===== config.mk =====
export PLATFORM = sky130hd
export DESIGN_NAME = llsf_ctrl
export DESIGN_NICKNAME = d
export VERILOG_FILES = /design/src/rtl/llsf_pkg.sv /design/src/rtl/llsf_ctrl.sv
export SDC_FILE = /design/constraint.sdc
export NUM_CORES = 1
export LEC_CHECK = 0
export BUFFER_PORTS_ARGS = -buffer_cell sky130_fd_sc_hd__buf_2
export CAP_MARGIN = 20
export CORE_MARGIN = 5
export CORE_UTILIZATION = 40
export DETAILED_ROUTE_END_ITERATION = 10
export SLEW_MARGIN = 20
export SYNTH_ARGS = -nofsm -noshare
export SYNTH_HDL_FRONTEND = slang
export SYNTH_SLANG_ARGS = --single-unit

===== constraint.sdc =====
create_clock -name clk -period 4.2 [get_ports clk]
set_input_delay 0.42 -clock clk [delete_from_list [all_inputs] [get_ports clk]]
set_output_delay 0.42 -clock clk [all_outputs]
set_load 0.02 [all_outputs]

===== src/rtl/llsf_pkg.sv =====
package llsf_pkg;

	// Operand, product and quotient widths of the shared arithmetic units
	localparam int OPW    = 64;
	localparam int WW     = 128;
	localparam int NUMW   = 160;
	localparam int ITER_W = 8;
	localparam int STEP_W = 4;

	localparam logic [ITER_W-1:0] MUL_LAST  = ITER_W'(OPW - 1);
	localparam logic [ITER_W-1:0] DIV_LAST  = ITER_W'(NUMW - 1);
	localparam logic [ITER_W-1:0] SQRT_LAST = ITER_W'(OPW / 2 - 1);

	// after this program step the centered sums are known and the degenerate cases decided
	localparam logic [STEP_W-1:0] CHECK_STEP = STEP_W'(5);

	typedef enum logic [1:0] {
		ST_OK   = 2'd0,
		ST_FEW  = 2'd1,
		ST_FLAT = 2'd2,
		ST_SAT  = 2'd3
	} status_t;

	typedef enum logic [3:0] {
		SRC_N, SRC_N2, SRC_SX, SRC_SY, SRC_SXX, SRC_SXY, SRC_SYY, SRC_D, SRC_NXY, SRC_NYY
	} src_t;

	typedef enum logic [2:0] {
		DST_D, DST_NXY, DST_NYY, DST_P, DST_E, DST_K
	} dst_t;

	typedef enum logic [1:0] {
		DV_SLOPE, DV_ICPT, DV_T, DV_V
	} div_sel_t;

	typedef enum logic [1:0] {
		K_MUL, K_DIV, K_SQRT
	} kind_t;

	typedef struct packed {
		kind_t    kind;
		src_t     src_a;
		src_t     src_b;
		dst_t     dst;
		logic     sub;
		div_sel_t div_sel;
	} step_t;

	typedef struct packed {
		logic     acc_en;
		logic     mul_load;
		logic     mul_step;
		logic     mul_commit;
		logic     div_load;
		logic     div_step;
		logic     div_store;
		logic     sqrt_load;
		logic     sqrt_step;
		logic     res_load;
		src_t     src_a;
		src_t     src_b;
		dst_t     dst;
		logic     sub;
		div_sel_t div_sel;
	} cmd_t;

	typedef struct packed {
		logic few_points;
		logic zero_spread;
	} stat_t;

	function automatic step_t mk_step(input kind_t k, input src_t a, input src_t b,
			input dst_t d, input logic s, input div_sel_t v);
		step_t r;
		r.kind    = k;
		r.src_a   = a;
		r.src_b   = b;
		r.dst     = d;
		r.sub     = s;
		r.div_sel = v;
		return r;
	endfunction

	// Fit program: products accumulate into the centered sums and intermediates, then four divisions and a root
	function automatic step_t program_step(input logic [STEP_W-1:0] idx);
		step_t s;
		unique case (idx)
			4'd0:  s = mk_step(K_MUL,  SRC_N,   SRC_SXX, DST_D,   1'b0, DV_SLOPE);
			4'd1:  s = mk_step(K_MUL,  SRC_SX,  SRC_SX,  DST_D,   1'b1, DV_SLOPE);
			4'd2:  s = mk_step(K_MUL,  SRC_N,   SRC_SXY, DST_NXY, 1'b0, DV_SLOPE);
			4'd3:  s = mk_step(K_MUL,  SRC_SX,  SRC_SY,  DST_NXY, 1'b1, DV_SLOPE);
			4'd4:  s = mk_step(K_MUL,  SRC_N,   SRC_SYY, DST_NYY, 1'b0, DV_SLOPE);
			4'd5:  s = mk_step(K_MUL,  SRC_SY,  SRC_SY,  DST_NYY, 1'b1, DV_SLOPE);
			4'd6:  s = mk_step(K_MUL,  SRC_SY,  SRC_SXX, DST_P,   1'b0, DV_SLOPE);
			4'd7:  s = mk_step(K_MUL,  SRC_SX,  SRC_SXY, DST_P,   1'b1, DV_SLOPE);
			4'd8:  s = mk_step(K_MUL,  SRC_NYY, SRC_D,   DST_E,   1'b0, DV_SLOPE);
			4'd9:  s = mk_step(K_MUL,  SRC_NXY, SRC_NXY, DST_E,   1'b1, DV_SLOPE);
			4'd10: s = mk_step(K_MUL,  SRC_D,   SRC_N2,  DST_K,   1'b0, DV_SLOPE);
			4'd11: s = mk_step(K_DIV,  SRC_N,   SRC_N,   DST_D,   1'b0, DV_SLOPE);
			4'd12: s = mk_step(K_DIV,  SRC_N,   SRC_N,   DST_D,   1'b0, DV_ICPT);
			4'd13: s = mk_step(K_DIV,  SRC_N,   SRC_N,   DST_D,   1'b0, DV_T);
			4'd14: s = mk_step(K_DIV,  SRC_N,   SRC_N,   DST_D,   1'b0, DV_V);
			4'd15: s = mk_step(K_SQRT, SRC_N,   SRC_N,   DST_D,   1'b0, DV_SLOPE);
		endcase
		return s;
	endfunction

endpackage


===== src/rtl/llsf_ctrl.sv =====
module llsf_ctrl (
	input  logic            clk,
	input  logic            arst_n,
	input  logic            in_valid,
	input  logic            in_last,
	output logic            in_ready,
	output logic            out_valid,
	input  logic            out_ready,
	input  llsf_pkg::stat_t stat,
	output llsf_pkg::cmd_t  cmd
);

	typedef enum logic [9:0] {
		S_ACC   = 10'b00_0000_0001,
		S_MLOAD = 10'b00_0000_0010,
		S_MRUN  = 10'b00_0000_0100,
		S_MCMT  = 10'b00_0000_1000,
		S_DLOAD = 10'b00_0001_0000,
		S_DRUN  = 10'b00_0010_0000,
		S_DSTO  = 10'b00_0100_0000,
		S_SLOAD = 10'b00_1000_0000,
		S_SQRT  = 10'b01_0000_0000,
		S_OUT   = 10'b10_0000_0000
	} state_t;

	state_t                            state_q;
	logic [llsf_pkg::STEP_W-1:0]       step_q;
	logic [llsf_pkg::ITER_W-1:0]       iter_q;
	logic                              out_valid_q;
	logic                              in_fire;
	llsf_pkg::step_t                   cur;
	llsf_pkg::step_t                   nxt;

	function automatic state_t entry(input llsf_pkg::kind_t k);
		state_t s;
		unique case (k)
			llsf_pkg::K_MUL:  s = S_MLOAD;
			llsf_pkg::K_DIV:  s = S_DLOAD;
			llsf_pkg::K_SQRT: s = S_SLOAD;
			default:          s = S_OUT;
		endcase
		return s;
	endfunction

	assign cur       = llsf_pkg::program_step(step_q);
	assign nxt       = llsf_pkg::program_step(step_q + llsf_pkg::STEP_W'(1));
	assign in_ready  = (state_q == S_ACC);
	assign in_fire   = in_valid & in_ready;
	assign out_valid = out_valid_q;

	always_comb begin
		cmd         = '0;
		cmd.src_a   = cur.src_a;
		cmd.src_b   = cur.src_b;
		cmd.dst     = cur.dst;
		cmd.sub     = cur.sub;
		cmd.div_sel = cur.div_sel;
		unique case (state_q)
			S_ACC:   cmd.acc_en     = in_fire;
			S_MLOAD: cmd.mul_load   = 1'b1;
			S_MRUN:  cmd.mul_step   = 1'b1;
			S_MCMT:  cmd.mul_commit = 1'b1;
			S_DLOAD: cmd.div_load   = 1'b1;
			S_DRUN:  cmd.div_step   = 1'b1;
			S_DSTO:  cmd.div_store  = 1'b1;
			S_SLOAD: cmd.sqrt_load  = 1'b1;
			S_SQRT:  cmd.sqrt_step  = 1'b1;
			S_OUT:   cmd.res_load   = ~out_valid_q | out_ready;
			default: ;
		endcase
	end

	always_ff @(posedge clk or negedge arst_n) begin
		if (!arst_n) begin
			state_q <= S_ACC;
			step_q  <= '0;
			iter_q  <= '0;
		end else begin
			unique case (state_q)
				S_ACC: begin
					if (in_fire && in_last) begin
						step_q  <= '0;
						state_q <= S_MLOAD;
					end
				end
				S_MLOAD: begin
					iter_q  <= '0;
					state_q <= S_MRUN;
				end
				S_MRUN: begin
					iter_q <= iter_q + llsf_pkg::ITER_W'(1);
					if (iter_q == llsf_pkg::MUL_LAST) state_q <= S_MCMT;
				end
				S_MCMT: begin
					// too few points or no x spread: skip the rest of the fit
					if (step_q == llsf_pkg::CHECK_STEP &&
							(stat.few_points || stat.zero_spread)) begin
						state_q <= S_OUT;
					end else begin
						step_q  <= step_q + llsf_pkg::STEP_W'(1);
						state_q <= entry(nxt.kind);
					end
				end
				S_DLOAD: begin
					iter_q  <= '0;
					state_q <= S_DRUN;
				end
				S_DRUN: begin
					iter_q <= iter_q + llsf_pkg::ITER_W'(1);
					if (iter_q == llsf_pkg::DIV_LAST) state_q <= S_DSTO;
				end
				S_DSTO: begin
					step_q  <= step_q + llsf_pkg::STEP_W'(1);
					state_q <= entry(nxt.kind);
				end
				S_SLOAD: begin
					iter_q  <= '0;
					state_q <= S_SQRT;
				end
				S_SQRT: begin
					iter_q <= iter_q + llsf_pkg::ITER_W'(1);
					if (iter_q == llsf_pkg::SQRT_LAST) state_q <= S_OUT;
				end
				S_OUT: begin
					if (cmd.res_load) state_q <= S_ACC;
				end
				default: state_q <= S_ACC;
			endcase
		end
	end

	always_ff @(posedge clk or negedge arst_n) begin
		if (!arst_n) begin
			out_valid_q <= 1'b0;
		end else if (cmd.res_load) begin
			out_valid_q <= 1'b1;
		end else if (out_ready) begin
			out_valid_q <= 1'b0;
		end
	end

endmodule


# Yosys cells after proc, flatten, opt, wreduce, memory -nomap -nowiden

Memory sizes are Yosys's and may differ from the RTL's.
Cells that the tools add are included.

ROM bits: 512
Output and inout bits: 26
Word-level logic and storage cells: 68
Memories kept: 2
Input bits: 7
Register bits: 23

Add/subtract/negate cells: 2
Bitwise gates (word level): 3
Multiplexer cells: 24
Reductions and logical operators: 11
Eq/ne operators: 22

Memories:

| name            | depth | bits a word | read ports | clocked after memory_dff | wr ports | line           | text |
|---|---|---|---|---|---|---|---|
| (no name shown) | 16    | 16          | 1          | 0                        | 0        | llsf_pkg.sv:87 | `unique case (idx)` |
| (no name shown) | 16    | 16          | 1          | 0                        | 0        | llsf_pkg.sv:87 |  |

Operators by type and width:

| cell                 | number |
|---|---|
| $pmux 10 s10         | 1 |
| $mux 10              | 6 |
| $pmux 10 s3          | 1 |
| $pmux 8 s2           | 1 |
| $mux 1               | 12 |
| $pmux 4 s3           | 1 |
| $eq 10x1->1 const B  | 1 |
| $eq 10x10->1 const B | 1 |
| $eq 10x2->1 const B  | 1 |
| $eq 10x3->1 const B  | 1 |
| $eq 10x4->1 const B  | 1 |
| $eq 10x5->1 const B  | 1 |
| $eq 10x6->1 const B  | 1 |
| $eq 10x7->1 const B  | 1 |
| $eq 10x8->1 const B  | 1 |
| $eq 10x9->1 const B  | 1 |
| $ne 2x2->1 const B   | 5 |
| $add 8x1->8 const B  | 1 |
| $eq 8x5->1 const B   | 1 |
| $eq 8x6->1 const B   | 1 |
| $eq 8x8->1 const B   | 1 |
| $mux 4               | 2 |
| $reduce_or 3->1      | 2 |
| $reduce_and 5->1     | 1 |
| 14 further kinds     | 16 |

# Logic depth before layout (Yosys ltp)

An unclocked memory read counts as a cell.

Depth in word-level cells: 6
Depth in mapped cells: 8
Mapped depth without buffers: 8

# Least setup slack after synthesis

No wires, ideal clock.

Path kind: reg-to-output
Start: register state_q[2]
End: output port cmd[14] (netlist bit)
Setup slack: 1.992 ns
Data arrival time: 1.788 ns
Cell stages (with the launch flop): 6
Required time: 3.780 ns
Buffers on the path: 1
Path through: dfrtp_1 buf_6 or4_4 nor4_1 nand3b_1 nor2_1

RTL lines:

| element                | line             | text |
|---|---|---|
| from (decl)            | llsf_ctrl.sv:26  | `state_t state_q;` |
| from (signal assigned) | llsf_ctrl.sv:101 | `state_q <= entry(nxt.kind);` |
| from (signal assigned) | llsf_ctrl.sv:114 | `state_q <= entry(nxt.kind);` |
| to (decl)              | llsf_ctrl.sv:10  | `output llsf_pkg::cmd_t cmd` |

==> impl_metrics.toml <==
[synthesis]
yosysUniqueCellTypes = 46
synth_edf_count = 0
synth_cells = 194
synth_seq_area_share = 0.333
yosys.area_share.simple = 0.360
synthMuxAreaShare = 0.0615
async_flop_share = 1.00
synth-adder-area-share = 0.0578
synth-seq-cells = 23
syn_avg_cell_area_um2 = 8.92
synth_top_family_by_area = "simple AND/OR/NAND/NOR gates"
yosys.area_share.xor_xnor = 0.0202
synth-main-ff-cell = "dfrtp_1"
synth-compound-area-share = 0.118
syn_nets = 209
synth_area_um2 = 1730
yosys_warnings = 0

[drt]
drc_errors = 0
vias = 1512
ant_nets = 0
drt-initial-drc-count = 137
first_pass_iters = 4
wl_mm = 3.95
wl_per_cell_um = 14.5
via_per_inst = 5.56

[timing]
max_freq_ghz = 0.395
tightestPinTransition_ns = 0.625
slew_violations = 0
finalSetupViolations = 0
min_period_over_period = 0.603
finClkSkew_ns = 0.00234
slew_headroom = 0.582
fin_tns_setup_ns = 0
rsz0062_at_grt = "false"
finalCriticalPeriod_ns = 2.53
final-hold-violation-count = 0

[placement]
io_buffer_count = 32
gp_congestion = 0.850
hpwl_mm = 2.94

[pwr]
p_int_mw = 0.474
combPwrFrac = 0.465
p_leak_nw = 1.00
p_per_area_nw_per_um2 = 418
power.share.switching = 0.418
power_frac_clock = 0.171
peakVddDrop_v = 0.000156
power_switching_mw = 0.340
power_frac_seq = 0.364

[cells_and_area]
drive_gt1_frac = 0.227
area_delta_synth_final_pct = 12.7
n_fill_cell = 429
fin_util = 0.457
finish.net_count = 236
num_antenna_cells = 0

[floorplan]
dieArea_um2 = 5740
die_w_um = 75.8
core_area_um2 = 4260
row_count = 24
die_h_um = 75.8
initial_core_util = 0.406
io_pins = 33

[clock_network]
h-tree-depth = 1
numCtsBuffers = 3
cts_tree = "done"
clk_pin_slew_ns = 0.08
cts.sinks = 23
cts_hold_buf = 0
clk_root_buffer_cell = "clkbuf_8"
clk_latency_ns = 0.26
cts_setup_buffers = 0
clk_path_buf_depth = 2
cts_resized = 0

[worst_setup_path]
worstPathArrival_ns = 2.11
critPathMaxFanout = 8
worst_setup_path_start_kind = "flop"
cp.required_ns = 3.78
path_class = "reg2out"
end_kind = "output port"

[run]
maxCapViolCount = 0

[min_path]
hold_class = "in2async"

[global_routing]
grt_overflow = 0
grt_max_degree = 24
antenna_found_initial = 0
grt_usage = 0.150
grt_pass1_vias = 1433
grt_first_pass_wirelength_mm = 6.64

[status]
outcome = "complete, no violations"
-- cell usage after synthesis, drive strengths merged, types with 3 or more instances --
| master | number | share of area |
|---|---|---|
| dfrtp | 22 | 0.32 |
| nor2 | 16 | 0.035 |
| nand2 | 14 | 0.030 |
| nor3 | 10 | 0.042 |
| inv | 9 | 0.020 |
| nor2b | 9 | 0.037 |
| and3 | 8 | 0.029 |
| ha | 8 | 0.058 |
| mux2i | 8 | 0.046 |
| a21oi | 7 | 0.020 |
| buf | 6 | 0.021 |
| nand3 | 6 | 0.017 |
| and2 | 5 | 0.018 |
| a22o | 4 | 0.020 |
| clkbuf | 4 | 0.0087 |
| nand4 | 4 | 0.014 |
| nor4 | 4 | 0.014 |
| o21ai | 4 | 0.012 |
| or2 | 4 | 0.014 |
| xor2 | 4 | 0.020 |
| and4 | 3 | 0.015 |
| nand2b | 3 | 0.011 |
| or4 | 3 | 0.020 |
-- layout by cell type (no fill, tap or decap), drive strengths merged, types with 3 or more instances in the layout --
master / instances
buf: 32
dfrtp: 22
nor2: 16
nand2: 14
nor3: 10
inv: 9
nor2b: 9
and3: 8
mux2i: 8
ha: 8
a21oi: 7
nand3: 6
and2: 5
or2: 4
nor4: 4
o21ai: 4
xor2: 4
nand4: 4
a22o: 4
clkbuf: 4
or4: 3
and4: 3
nand2b: 3
-- kinds of logic after synthesis --
group                    count (synthesis)
AO/OA/AOI/OAI                           29
adder cells (fa/ha/maj)                  8
XOR/XNOR                                 4
AND/OR/NAND/NOR                        101
buffers and inverters                   19
flip-flops                              23
multiplexers                            10
-- metrics by stage --
step / setup WS [ns] / cell area, um^2 / power [mW] / hold slack (ns) / cells
floorplan: 1.99 / 1730 / 0.586 / 0.124 / 194
global placement: 1.99 / 1900 / 0.680 / 0.436 / 268
detailed placement: 1.94 / 1900 / 0.682 / 0.434 / 268
CTS: 1.64 / 1950 / 0.826 / 0.141 / 272
global route: 1.44 / 1950 / 0.877 / 0.168 / 272
finish: 1.67 / 1950 / 0.814 / 0.125 / 272
-- area by class of cell --
class	instances	area, um^2	share of cell area
Inverter	9	33.8	0.0173
Tap cell	52	65.1	0.0334
Timing Repair Buffer	32	160	0.0822
Clock buffer	4	45.0	0.0231
Sequential cell	23	577	0.296
Multi-Input combinational cell	152	1070	0.548
-- path summary, 6_finish.rpt --
path                            cells after the start       start  slack, ns    endpoint
worst max-delay path                                5  state_q[2]       1.67     cmd[14]
worst min-delay path                                1      arst_n       0.13   out_valid
worst max register to register                      6   iter_q[0]       2.05  state_q[8]
worst min register to register                      1   iter_q[2]       0.52   iter_q[2]
max in group asynchronous                           1      arst_n       3.71  state_q[0]
min in group clk                                    4     in_last       0.43  state_q[0]
-- layer usage --
| metal | GRT usage | vias up | share of wire | wire [um] |
|---|---|---|---|---|
| li1 | - | 759 | - | - |
| met1 | 0.198 | 701 | 0.46 | 1820 |
| met2 | 0.236 | 40 | 0.46 | 1810 |
| met3 | 0.0172 | 12 | 0.045 | 179 |
| met4 | 0.0854 | 0 | 0.039 | 153 |
| met5 | 0 | - | 0 | 0 |
-- registers in the layout, indices dropped and copies added (netlist names) --
signal     flops
out_valid      1
state_q       10
iter_q         8
step_q         4
-- power by group through the flow --
stage	sequential (mW)	combinational [mW]	clock (mW)
finish	0.296	0.379	0.139
detailed placement	0.300	0.382	0
floorplan	0.279	0.307	0
CTS	0.296	0.383	0.147
global placement	0.299	0.382	0
global route	0.301	0.422	0.154
-- critical path, cell delays in order (launching register included) --
cell      delay, ns
dfrtp_1        0.47
or4_4          0.63
nor4_1         0.31
nand3b_1       0.17
nor2_1         0.11
buf_2          0.17
Note: power is estimated with default switching activity, not from simulation.
